<file path="config.mk">
export PLATFORM = sky130hd
export DESIGN_NAME = toy_register_machine_execute_core_flat
export DESIGN_NICKNAME = d
export VERILOG_FILES = /design/src/hdl/trm_pkg.sv /design/src/hdl/trm_stream_if.sv /design/src/hdl/trm_ram.sv /design/src/hdl/trm_alu.sv /design/src/hdl/toy_register_machine_execute_core.sv /design/src/flat_wrapper.sv
export SDC_FILE = /design/constraint.sdc
export NUM_CORES = 1
export LEC_CHECK = 0
export BUFFER_PORTS_ARGS = -buffer_cell sky130_fd_sc_hd__buf_2
export CELL_PAD_IN_SITES_DETAIL_PLACEMENT = 0
export CELL_PAD_IN_SITES_GLOBAL_PLACEMENT = 1
export CORE_AREA = 2 2 39 41
export DETAILED_ROUTE_END_ITERATION = 10
export DIE_AREA = 0 0 41 43
export HOLD_SLACK_MARGIN = 0.1
export PLACE_DENSITY = 0.79
export SYNTH_ARGS = -nofsm -noshare
export SYNTH_HDL_FRONTEND = slang
export SYNTH_SLANG_ARGS = --single-unit
</file>
<file path="constraint.sdc">
create_clock -name clk_i -period 1.9 [get_ports clk_i]
set_input_delay 0.57 -clock clk_i [delete_from_list [all_inputs] [get_ports clk_i]]
set_output_delay 0.57 -clock clk_i [all_outputs]
set_load 0.02 [all_outputs]
</file>
<file path="src/hdl/trm_pkg.sv">
// Shared types and constants of the register machine execute core.
package trm_pkg;

  localparam int unsigned DATA_W    = 32;
  localparam int unsigned OPC_W     = 4;
  localparam int unsigned REG_IDX_W = 3;
  localparam int unsigned BR_W      = 6;
  localparam int unsigned LINE_W    = 5;
  localparam int unsigned CNT_W     = $clog2(DATA_W);

  typedef enum logic [OPC_W-1:0] {
    OP_ADD   = 4'd0,
    OP_SUB   = 4'd1,
    OP_MUL   = 4'd2,
    OP_DIV   = 4'd3,
    OP_LET   = 4'd4,
    OP_BGE   = 4'd5,
    OP_PRINT = 4'd6,
    OP_END   = 4'd7
  } trm_op_e;

  typedef enum logic [2:0] {
    ALU_ADD,
    ALU_SUB,
    ALU_CMP,
    ALU_MUL,
    ALU_DIV
  } trm_alu_mode_e;

  typedef struct packed {
    logic [OPC_W-1:0]         opcode;
    logic [REG_IDX_W-1:0]     first_reg;
    logic [REG_IDX_W-1:0]     second_reg;
    logic [REG_IDX_W-1:0]     third_reg;
    logic signed [DATA_W-1:0] immediate_value;
    logic [BR_W-1:0]          branch_line;
  } trm_instr_t;

  typedef struct packed {
    logic [LINE_W-1:0]        next_line;
    logic                     print_valid;
    logic [REG_IDX_W-1:0]     print_reg;
    logic signed [DATA_W-1:0] print_value;
    logic                     halted;
    logic                     unknown_op;
    logic                     divide_by_zero;
  } trm_result_t;

  // Control from the sequencer to the serial datapath
  typedef struct packed {
    logic          load;
    logic          step;
    logic          fix;
    logic          last;
    trm_alu_mode_e mode;
  } trm_alu_ctl_t;

endpackage

</file>
<file path="src/hdl/trm_stream_if.sv">
// Valid/ready stream interface carrying one payload per transaction.
interface trm_stream_if #(
  parameter type payload_t = logic
);
  logic     valid;
  logic     ready;
  payload_t payload;

  modport source (output valid, output payload, input ready);
  modport sink (input valid, input payload, output ready);
endinterface

</file>
<file path="src/hdl/trm_ram.sv">
// Generic RAM with one write port and two registered read ports.
module trm_ram #(
  parameter int unsigned WIDTH = 32,
  parameter int unsigned DEPTH = 8,
  localparam int unsigned AW = (DEPTH > 1) ? $clog2(DEPTH) : 1
) (
  input  logic             clk_i,
  input  logic             we_i,
  input  logic [AW-1:0]    waddr_i,
  input  logic [WIDTH-1:0] wdata_i,
  input  logic [AW-1:0]    raddr_a_i,
  output logic [WIDTH-1:0] rdata_a_o,
  input  logic [AW-1:0]    raddr_b_i,
  output logic [WIDTH-1:0] rdata_b_o
);

  logic [WIDTH-1:0] mem [DEPTH];
  logic [WIDTH-1:0] rdata_a_q;
  logic [WIDTH-1:0] rdata_b_q;

  // Write and read, read data registered
  always_ff @(posedge clk_i) begin
    if (we_i) begin
      mem[waddr_i] <= wdata_i;
    end
    rdata_a_q <= mem[raddr_a_i];
    rdata_b_q <= mem[raddr_b_i];
  end

  assign rdata_a_o = rdata_a_q;
  assign rdata_b_o = rdata_b_q;

endmodule

</file>
<file path="src/hdl/trm_alu.sv">
// Serial datapath: bit-serial add, subtract and compare, shift-add multiply,
// restoring divide one quotient bit per cycle.
module trm_alu
  import trm_pkg::*;
(
  input  logic              clk_i,
  input  trm_alu_ctl_t      ctl_i,
  input  logic [DATA_W-1:0] opa_i,
  input  logic [DATA_W-1:0] opb_i,
  output logic [DATA_W-1:0] result_o,
  output logic              ge_o
);

  logic [DATA_W-1:0] a_q;
  logic [DATA_W-1:0] b_q;
  logic [DATA_W-1:0] acc_q;
  logic              carry_q;
  logic              ge_q;
  logic              neg_q;

  logic              b_bit;
  logic              sum_bit;
  logic              carry_out;
  logic [DATA_W-1:0] mul_sum;
  logic [DATA_W-1:0] rem_shift;
  logic              rem_fits;
  logic [DATA_W-1:0] rem_sub;
  logic [DATA_W-1:0] abs_a;
  logic [DATA_W-1:0] abs_b;

  // Magnitudes of the operands for the divider
  assign abs_a = opa_i[DATA_W-1] ? (DATA_W'(0) - opa_i) : opa_i;
  assign abs_b = opb_i[DATA_W-1] ? (DATA_W'(0) - opb_i) : opb_i;

  // One bit of the serial adder, subtract by inverting b with carry in set
  assign b_bit     = b_q[0] ^ (ctl_i.mode == ALU_SUB);
  assign sum_bit   = a_q[0] ^ b_bit ^ carry_q;
  assign carry_out = (a_q[0] & b_bit) | (a_q[0] & carry_q) | (b_bit & carry_q);

  // One partial product of the multiplier
  assign mul_sum = acc_q + (b_q[0] ? a_q : '0);

  // One restoring division step; the remainder stays below the divisor
  assign rem_shift = {acc_q[DATA_W-2:0], a_q[DATA_W-1]};
  assign rem_fits  = (rem_shift >= b_q);
  assign rem_sub   = rem_shift - b_q;

  // Load, step and sign fix of the working registers
  always_ff @(posedge clk_i) begin
    if (ctl_i.load) begin
      if (ctl_i.mode == ALU_DIV) begin
        a_q <= abs_a;
        b_q <= abs_b;
      end else begin
        a_q <= opa_i;
        b_q <= opb_i;
      end
      acc_q   <= '0;
      carry_q <= (ctl_i.mode == ALU_SUB);
      ge_q    <= 1'b1;
      neg_q   <= opa_i[DATA_W-1] ^ opb_i[DATA_W-1];
    end else if (ctl_i.step) begin
      case (ctl_i.mode)
        ALU_ADD, ALU_SUB: begin
          a_q     <= a_q >> 1;
          b_q     <= b_q >> 1;
          acc_q   <= {sum_bit, acc_q[DATA_W-1:1]};
          carry_q <= carry_out;
        end
        ALU_CMP: begin
          a_q <= a_q >> 1;
          b_q <= b_q >> 1;
          // Highest differing bit decides; the sign bit counts inverted
          if (a_q[0] != b_q[0]) begin
            ge_q <= ctl_i.last ? b_q[0] : a_q[0];
          end
        end
        ALU_MUL: begin
          acc_q <= mul_sum;
          a_q   <= a_q << 1;
          b_q   <= b_q >> 1;
        end
        ALU_DIV: begin
          acc_q <= rem_fits ? rem_sub : rem_shift;
          a_q   <= {a_q[DATA_W-2:0], rem_fits};
        end
        default: begin
          acc_q <= acc_q;
        end
      endcase
    end else if (ctl_i.fix) begin
      acc_q <= neg_q ? (DATA_W'(0) - a_q) : a_q;
    end
  end

  assign result_o = acc_q;
  assign ge_o     = ge_q;

endmodule

</file>
<file path="src/hdl/toy_register_machine_execute_core.sv">
// Top level of the register machine execute core: sequencer, program counter and register file.
// Sequence: an accepted instruction is loaded; add, sub, mul and bge then run the serial datapath, div
// adds a sign fix, let, print, end and unknown opcodes skip it, and after halt the load is skipped too;
// the datapath takes one bit a cycle. Throughput: one instruction at a time, taken while the previous
// result waits; the next one is not taken until the last has reached the result register.
// Reset: all registers read as zero, program counter 0, halt flag clear, no result pending.
module toy_register_machine_execute_core
  import trm_pkg::*;
#(
  parameter int unsigned NUM_REGS      = 8,
  parameter int unsigned PROGRAM_LINES = 32
) (
  input  logic         clk_i,
  input  logic         rst_ni,
  trm_stream_if.sink   instr_i,
  trm_stream_if.source result_o
);

  localparam int unsigned RW  = $clog2(NUM_REGS);
  localparam int unsigned PCW = $clog2(PROGRAM_LINES);

  typedef enum logic [2:0] {
    S_IDLE,
    S_LOAD,
    S_RUN,
    S_FIX,
    S_DONE
  } state_e;

  state_e            state_q;
  trm_instr_t        ins_q;
  logic              skip_q;
  logic              ok_a_q;
  logic              ok_b_q;
  logic              dz_q;
  logic [DATA_W-1:0] val_q;
  logic [CNT_W-1:0]  cnt_q;
  logic [PCW-1:0]    pc_q;
  logic              halt_q;
  logic [NUM_REGS-1:0] reg_valid_q;
  logic              out_valid_q;
  trm_result_t       out_q;

  trm_instr_t        in_pl;
  logic              in_fire;
  logic              done_fire;
  logic [REG_IDX_W-1:0] rd_idx_a;
  logic [REG_IDX_W-1:0] rd_idx_b;
  logic [RW-1:0]     raddr_a;
  logic [RW-1:0]     raddr_b;
  logic              in_range_a;
  logic              in_range_b;
  logic [DATA_W-1:0] rdata_a;
  logic [DATA_W-1:0] rdata_b;
  logic [DATA_W-1:0] opa;
  logic [DATA_W-1:0] opb;
  trm_alu_ctl_t      alu_ctl;
  logic [DATA_W-1:0] alu_res;
  logic              alu_ge;
  logic              uses_alu;
  logic [PCW-1:0]    pc_inc;
  logic [PCW-1:0]    br_tgt;
  logic [PCW-1:0]    pc_d;
  logic              halt_d;
  logic              we;
  logic [RW-1:0]     waddr;
  logic [DATA_W-1:0] wdata;
  trm_result_t       res_d;

  assign in_pl          = instr_i.payload;
  assign instr_i.ready  = (state_q == S_IDLE);
  assign in_fire        = instr_i.valid && instr_i.ready;
  assign done_fire      = (state_q == S_DONE) && (!out_valid_q || result_o.ready);
  assign result_o.valid = out_valid_q;
  assign result_o.payload = out_q;

  // Pick read ports: bge and print read the first register on port A
  always_comb begin
    rd_idx_a = in_pl.second_reg;
    rd_idx_b = in_pl.third_reg;
    if (in_pl.opcode == OP_BGE) begin
      rd_idx_a = in_pl.first_reg;
      rd_idx_b = in_pl.second_reg;
    end else if (in_pl.opcode == OP_PRINT) begin
      rd_idx_a = in_pl.first_reg;
    end
  end

  assign raddr_a    = RW'(rd_idx_a);
  assign raddr_b    = RW'(rd_idx_b);
  assign in_range_a = (32'(rd_idx_a) < NUM_REGS);
  assign in_range_b = (32'(rd_idx_b) < NUM_REGS);

  // Out-of-range and never-written registers read as zero
  assign opa = ok_a_q ? rdata_a : '0;
  assign opb = ok_b_q ? rdata_b : '0;

  trm_ram #(
    .WIDTH(DATA_W),
    .DEPTH(NUM_REGS)
  ) u_regs (
    .clk_i    (clk_i),
    .we_i     (we),
    .waddr_i  (waddr),
    .wdata_i  (wdata),
    .raddr_a_i(raddr_a),
    .rdata_a_o(rdata_a),
    .raddr_b_i(raddr_b),
    .rdata_b_o(rdata_b)
  );

  // Drive the serial datapath
  always_comb begin
    alu_ctl.load = (state_q == S_LOAD);
    alu_ctl.step = (state_q == S_RUN);
    alu_ctl.fix  = (state_q == S_FIX);
    alu_ctl.last = (cnt_q == CNT_W'(DATA_W - 1));
    case (trm_op_e'(ins_q.opcode))
      OP_SUB:  alu_ctl.mode = ALU_SUB;
      OP_MUL:  alu_ctl.mode = ALU_MUL;
      OP_DIV:  alu_ctl.mode = ALU_DIV;
      OP_BGE:  alu_ctl.mode = ALU_CMP;
      default: alu_ctl.mode = ALU_ADD;
    endcase
  end

  assign uses_alu = (ins_q.opcode == OP_ADD) || (ins_q.opcode == OP_SUB) ||
                    (ins_q.opcode == OP_MUL) || (ins_q.opcode == OP_DIV) ||
                    (ins_q.opcode == OP_BGE);

  trm_alu u_alu (
    .clk_i   (clk_i),
    .ctl_i   (alu_ctl),
    .opa_i   (opa),
    .opb_i   (opb),
    .result_o(alu_res),
    .ge_o    (alu_ge)
  );

  // Advance the line, wrapping at the program length
  assign pc_inc = (pc_q == PCW'(PROGRAM_LINES - 1)) ? '0 : pc_q + PCW'(1);

  // Reduce the one-based branch line modulo the program length, one bit a step
  always_comb begin
    logic [PCW:0] rem;
    rem = '0;
    for (int i = BR_W - 1; i >= 0; i--) begin
      rem = {rem[PCW-1:0], ins_q.branch_line[i]};
      if (rem >= (PCW+1)'(PROGRAM_LINES)) begin
        rem = rem - (PCW+1)'(PROGRAM_LINES);
      end
    end
    br_tgt = (rem == '0) ? PCW'(PROGRAM_LINES - 1) : (rem[PCW-1:0] - PCW'(1));
  end

  // Form the write-back and the result of the finished instruction
  always_comb begin
    res_d   = '0;
    pc_d    = pc_inc;
    halt_d  = halt_q;
    we      = 1'b0;
    waddr   = RW'(ins_q.first_reg);
    wdata   = alu_res;
    if (skip_q) begin
      pc_d = pc_q;
    end else begin
      case (trm_op_e'(ins_q.opcode))
        OP_ADD, OP_SUB, OP_MUL: begin
          we = 1'b1;
        end
        OP_DIV: begin
          we = 1'b1;
          if (dz_q) begin
            wdata = '0;
          end
          res_d.divide_by_zero = dz_q;
        end
        OP_LET: begin
          we    = 1'b1;
          wdata = ins_q.immediate_value;
        end
        OP_BGE: begin
          if (alu_ge) begin
            pc_d = br_tgt;
          end
        end
        OP_PRINT: begin
          res_d.print_valid = 1'b1;
          res_d.print_reg   = ins_q.first_reg;
          res_d.print_value = val_q;
        end
        OP_END: begin
          pc_d   = pc_q;
          halt_d = 1'b1;
        end
        default: begin
          res_d.unknown_op = 1'b1;
        end
      endcase
    end
    we              = we && done_fire && (32'(ins_q.first_reg) < NUM_REGS);
    res_d.next_line = LINE_W'(pc_d);
    res_d.halted    = halt_d;
  end

  // Sequencer, architectural state and result register
  always_ff @(posedge clk_i or negedge rst_ni) begin
    if (!rst_ni) begin
      state_q     <= S_IDLE;
      cnt_q       <= '0;
      pc_q        <= '0;
      halt_q      <= 1'b0;
      reg_valid_q <= '0;
      out_valid_q <= 1'b0;
      skip_q      <= 1'b0;
    end else begin
      if (done_fire) begin
        out_valid_q <= 1'b1;
      end else if (result_o.ready) begin
        out_valid_q <= 1'b0;
      end
      case (state_q)
        S_IDLE: begin
          if (in_fire) begin
            ins_q   <= in_pl;
            skip_q  <= halt_q;
            ok_a_q  <= in_range_a && reg_valid_q[raddr_a];
            ok_b_q  <= in_range_b && reg_valid_q[raddr_b];
            state_q <= halt_q ? S_DONE : S_LOAD;
          end
        end
        S_LOAD: begin
          val_q   <= opa;
          dz_q    <= (opb == '0);
          cnt_q   <= '0;
          state_q <= uses_alu ? S_RUN : S_DONE;
        end
        S_RUN: begin
          cnt_q <= cnt_q + CNT_W'(1);
          if (alu_ctl.last) begin
            state_q <= (ins_q.opcode == OP_DIV) ? S_FIX : S_DONE;
          end
        end
        S_FIX: begin
          state_q <= S_DONE;
        end
        S_DONE: begin
          if (done_fire) begin
            out_q   <= res_d;
            pc_q    <= pc_d;
            halt_q  <= halt_d;
            if (we) begin
              reg_valid_q[waddr] <= 1'b1;
            end
            state_q <= S_IDLE;
          end
        end
        default: begin
          state_q <= S_IDLE;
        end
      endcase
    end
  end

endmodule
</file>
<file path="src/flat_wrapper.sv">
// flat-port wrapper written by rule: the top's interface ports become plain ports
module toy_register_machine_execute_core_flat import trm_pkg::*;
#(
  parameter int unsigned NUM_REGS      = 8,
  parameter int unsigned PROGRAM_LINES = 32
)
  (clk_i, rst_ni, instr_i_valid, instr_i_payload, instr_i_ready, result_o_valid, result_o_payload, result_o_ready);
  trm_stream_if instr_i_i ();
  trm_stream_if result_o_i ();
  input  logic clk_i;
  input  logic rst_ni;
  input wire logic [$bits(instr_i_i.valid)-1:0] instr_i_valid;
  input wire logic [$bits(instr_i_i.payload)-1:0] instr_i_payload;
  output wire logic [$bits(instr_i_i.ready)-1:0] instr_i_ready;
  output wire logic [$bits(result_o_i.valid)-1:0] result_o_valid;
  output wire logic [$bits(result_o_i.payload)-1:0] result_o_payload;
  input wire logic [$bits(result_o_i.ready)-1:0] result_o_ready;
  assign instr_i_i.valid = instr_i_valid;
  assign instr_i_i.payload = instr_i_payload;
  assign instr_i_ready = instr_i_i.ready;
  assign result_o_valid = result_o_i.valid;
  assign result_o_payload = result_o_i.payload;
  assign result_o_i.ready = result_o_ready;
  toy_register_machine_execute_core #(.NUM_REGS(NUM_REGS), .PROGRAM_LINES(PROGRAM_LINES)) u_core (.clk_i(clk_i), .rst_ni(rst_ni), .instr_i(instr_i_i), .result_o(result_o_i));
endmodule
</file>
# Word-level counts from Yosys, hierarchy flattened
# Index checks and enable logic that the tools add are counted.
[classes] add_sub_neg=1 eq_ne=8 muxes=7 reduce_logical=8
[ops] operator="$pmux W3 S5" n=1
[ops] operator="$pmux W5 S2" n=1
[ops] operator="$mux W3" n=3
[ops] operator="$eq A3 B2 Y1 const B" n=2
[ops] operator="$add A5 B1 Y5 const B" n=1
[ops] operator="$eq A5 B5 Y1 const B" n=1
[ops] operator="$ne A2 B2 Y1 const B" n=2
[ops] operator="$reduce_bool A2 Y1" n=2
[ops] operator="$eq A3 B1 Y1 const B" n=1
[ops] operator="$eq A3 B3 Y1 const B" n=1
[ops] operator="$logic_not A3 Y1" n=1
[ops] operator="$reduce_and A3 Y1" n=1
[ops] operator="$logic_and A1 B1 Y1" n=2
[ops] operator="$mux W1" n=2
[ops] operator="$ne A2 B1 Y1 const B" n=1
[ops] operator="$logic_not A1 Y1" n=1
[ops] operator="$logic_or A1 B1 Y1" n=1
[word_totals] reg_bits=9 in_bits=5 output_inout_bits=3 wordCells=27

# Logic depth before layout (Yosys ltp)
[logic_depth] word_depth=5 ltp_mapped=6 mapped_depth_nobuf=6

# Worst setup path before layout
# OpenSTA, ideal clock, no wires.
[synth_path] path_type="register to output" startpoint="register u_core.state_q[2]" endpoint="output instr_i_ready" arrival_ps=976 required_ps=1330 setup_slack_ps=354 stages_incl_launch_ff=3 path_buffers=1 path_cell_list="dfrtp_1 buf_6 nor3_1"
[synth_via] elab_chain_len=1
[synth_lines] element="start, declared" line_no="toy_register_machine_execute_core.sv:30" source="state_e state_q;"
[synth_lines] element="start signal, assigned" line_no="toy_register_machine_execute_core.sv:229" source="state_q <= halt_q ? S_DONE : S_LOAD;"
[synth_lines] element="start signal, assigned" line_no="toy_register_machine_execute_core.sv:236" source="state_q <= uses_alu ? S_RUN : S_DONE;"
[synth_lines] element="start signal, assigned" line_no="toy_register_machine_execute_core.sv:241" source="state_q <= (ins_q.opcode == OP_DIV) ? S_FIX : S_DONE;"
[synth_lines] element="$logic_not A3 Y1" line_no="toy_register_machine_execute_core.sv:71" source="assign instr_i.ready = (state_q == S_IDLE);"
[synth_lines] element="end, declared" line_no="flat_wrapper.sv:14" source="output wire logic [$bits(instr_i_i.ready)-1:0] instr_i_ready;"
# Every way passes these cells.

# Worst setup path in the final report
# Same ends and word-level chain as after synthesis.

==> results.py <==
metrics = {
    "placement": {
        "dp_hpwl_um": 627,
        "portBuffers": 5,
        "place.gp.congestion": 0.697,
        "place_inst": 69,
    },
    "clock_tree": {
        "numClockSinks": 9,
        "cts_max_path_buffers": 2,
        "cts_tree": "yes",
        "clkSlewWorstSetupHoldPaths_ns": 0.07,
        "cts_root_buffer": "clkbuf_4",
        "numCtsBuffers": 3,
        "htreeDepth": 1,
        "postCtsSetupRepairBufs": 0,
        "holdBufCountCts": 0,
        "cts_resized": 0,
        "clock_latency_ns": 0.26,
    },
    "critical_path": {
        "crit_path_end": "instr_i_ready",
        "cp_max_fo": 9,
        "reg2regPathDepth": 5,
        "crit_required_ns": 1.33,
        "endpoint_kind": "primary output",
        "cp_slowest_cell": "dfrtp_1",
        "cp.arrival_ns": 1.18,
        "crit_start": "u_core.state_q[2]$_DFFE_PN0P_",
        "r2r-end": "u_core.cnt_q[4]$_DFFE_PN0P_",
        "worstReg2RegStart": "u_core.cnt_q[0]$_DFFE_PN0P_",
        "cp-start-kind": "register",
        "worstPathCellList": "nor3_1 -> buf_2",
        "slowest_delay_ns": 0.50,
        "criticalPathCategory": "register to primary output",
        "ff2ff_setup_slack_ns": 0.40,
    },
    "routing": {
        "drtAntennaViolNets": 0,
        "wl_um": 919,
        "wire_per_inst_um": 12.6,
        "dr.pass1.iters": 4,
        "drc": 0,
        "drt_iter0_drc": 5,
        "via_count": 387,
        "via_per_inst": 5.30,
    },
    "global_routing": {
        "grt_usage": 0.136,
        "use_met2": 0.166,
        "grt-ovfl-total": 0,
        "grt_pass1_wl_um": 1580,
        "grt_util_met3": 0.0471,
        "grt_antenna_before_repair": 0,
        "grt_max_degree": 15,
        "top_usage_layer": "met1",
        "use_met1": 0.200,
        "grt_pass1_vias": 349,
    },
    "floorplanning": {
        "die_x_um": 41,
        "ioPinCount": 8,
        "dieArea_um2": 1760,
        "die_h_um": 43,
        "start_util": 0.362,
        "core_area_um2": 1380,
        "row_count": 14,
    },
    "synthesis": {
        "syn_inst": 50,
        "async_reset_ff_frac": 1.00,
        "syn-num-nets": 57,
        "synth.yosys.seq_area_share": 0.450,
        "synth-edff-count": 0,
        "postSynthAreaPerCell_um2": 10.0,
        "netlist_area_um2": 500,
        "yosysTopAreaCell": "dfrtp_1",
        "ys_top_cells_by_area": "dfrtp_1 45%, o21ai_1 7.0%, ha_1 5.0%",
        "ys_ff_latch": 9,
        "synth_top_cell_area_share": 0.450,
        "ys_types": 22,
        "ys.flop_type": "dfrtp_1",
        "ys_warn_count": 0,
    },
    "sta": {
        "fin_setup_tns_ns": 0,
        "fin_crit_sh": 0.923,
        "rsz0062_at_grt": "no",
        "finalSetupViolations": 0,
        "skew_ns": 0.00493,
        "fin_crit_ns": 1.75,
        "final_hold_viol_count": 0,
        "worst_hold_slack_ns": 0.148,
        "fmax_ghz": 0.570,
        "drv_slew": 0,
    },
    "power_and_ir_drop": {
        "leakage_nw": 0.265,
        "power.total_uw": 820,
        "power.density_nw_per_um2": 1490,
        "ir_drop_mv": 0.440,
    },
    "finish": {
        "nets": 65,
        "num_antenna_cells": 0,
        "syn2layout_area_growth_pct": 9.75,
        "drive_above_1_share": 0.228,
        "layout.cells.non_filler": 73,
    },
    "job": {
        "maxCapViolations": 0,
    },
    "outcome": {
        "status": "finished, final reports clean",
    },
    "min_path": {
        "hold_class": "primary input to asynchronous set/reset pin",
    },
}
kinds of logic after synthesis:
kind of cell | count (synthesis) | share of synthesized area
flip-flops | 9 | 0.450
multiplexers | 1 | 0.0200
other | 1 | 0.00749
AND/OR/NAND/NOR | 16 | 0.205
buffers and inverters | 4 | 0.0675
adder cells (fa/ha/maj) | 2 | 0.0500
AO/OA/AOI/OAI | 17 | 0.200
stage by stage:
step	worst slack (ns)	utilization	instance area, µm²
finish	0.146	0.397	549
global route	0.0486	0.397	549
CTS	0.148	0.397	549
detailed placement	0.411	0.378	523
global placement	0.425	0.378	523
floorplan	0.354	-	500
worst max-delay path: cells and delay by family (launching register included):
family                 cells  cell delay [ns]
buffers and inverters      1             0.21
flip-flops                 1             0.50
AND/OR/NAND/NOR            1             0.22
power by group:
part           switching (mW)  internal (mW)
Combinational           0.178          0.144
Sequential             0.0883          0.256
Clock                  0.0723         0.0811
per-layer routing:
layer / wire (µm) / share of wire
met1: 467 / 0.51
met2: 402 / 0.44
met3: 28 / 0.030
met4: 20 / 0.022
met5: 0 / 0
synth_stat cells (2+ instances only):
master,instances
a21oi_1,3
ha_1,2
nor2_1,2
buf_6,2
o21ai_0,2
a22oi_1,3
o21ai_1,7
and3_1,2
nor3_1,2
nand2_1,5
dfrtp_1,9
cell type report:
cell class,instances,area (µm²)
fill,145,835
timing repair buffer,6,32.5
inverter,1,3.75
multi-input combinational,37,241
sequential,9,225
tap,16,20.0
clock buffer,4,26.3
layout by cell type, fill, tap and decap left out:
cell / count
a21o_2: 1
a21oi_1: 3
a22oi_1: 3
a41oi_1: 1
and2_1: 1
and3_1: 2
buf_2: 5
buf_4: 1
clkbuf_1: 1
clkbuf_4: 3
conb_1: 1
dfrtp_1: 9
ha_1: 2
inv_1: 1
mux2i_1: 1
nand2_1: 5
nand2b_1: 1
nor2_1: 2
nor2b_4: 1
nor3_1: 2
nor3b_2: 1
nor4b_2: 1
o21ai_0: 2
o21ai_1: 7
how the worst min path moves through the flow:
stage          cells past startpoint  slack, ns    from                            end
2_1_floorplan                      0       0.27  rst_ni    u_core.cnt_q[0]$_DFFE_PN0P_
3_3_place_gp                       1       0.43  rst_ni  u_core.state_q[0]$_DFFE_PN0P_
3_5_place_dp                       1       0.43  rst_ni  u_core.state_q[1]$_DFFE_PN0P_
4_1_cts                            1       0.16  rst_ni  u_core.state_q[1]$_DFFE_PN0P_
5_1_grt                            1       0.15  rst_ni  u_core.state_q[1]$_DFFE_PN0P_
6_report                           1       0.15  rst_ni    u_core.cnt_q[2]$_DFFE_PN0P_
state kept, by name, summed over array words and instances, names as in the netlist:
name,flops
u_core.cnt_q,5
u_core.result_o.valid,1
u_core.state_q,3
Note: power is estimated with default switching activity, not from simulation.
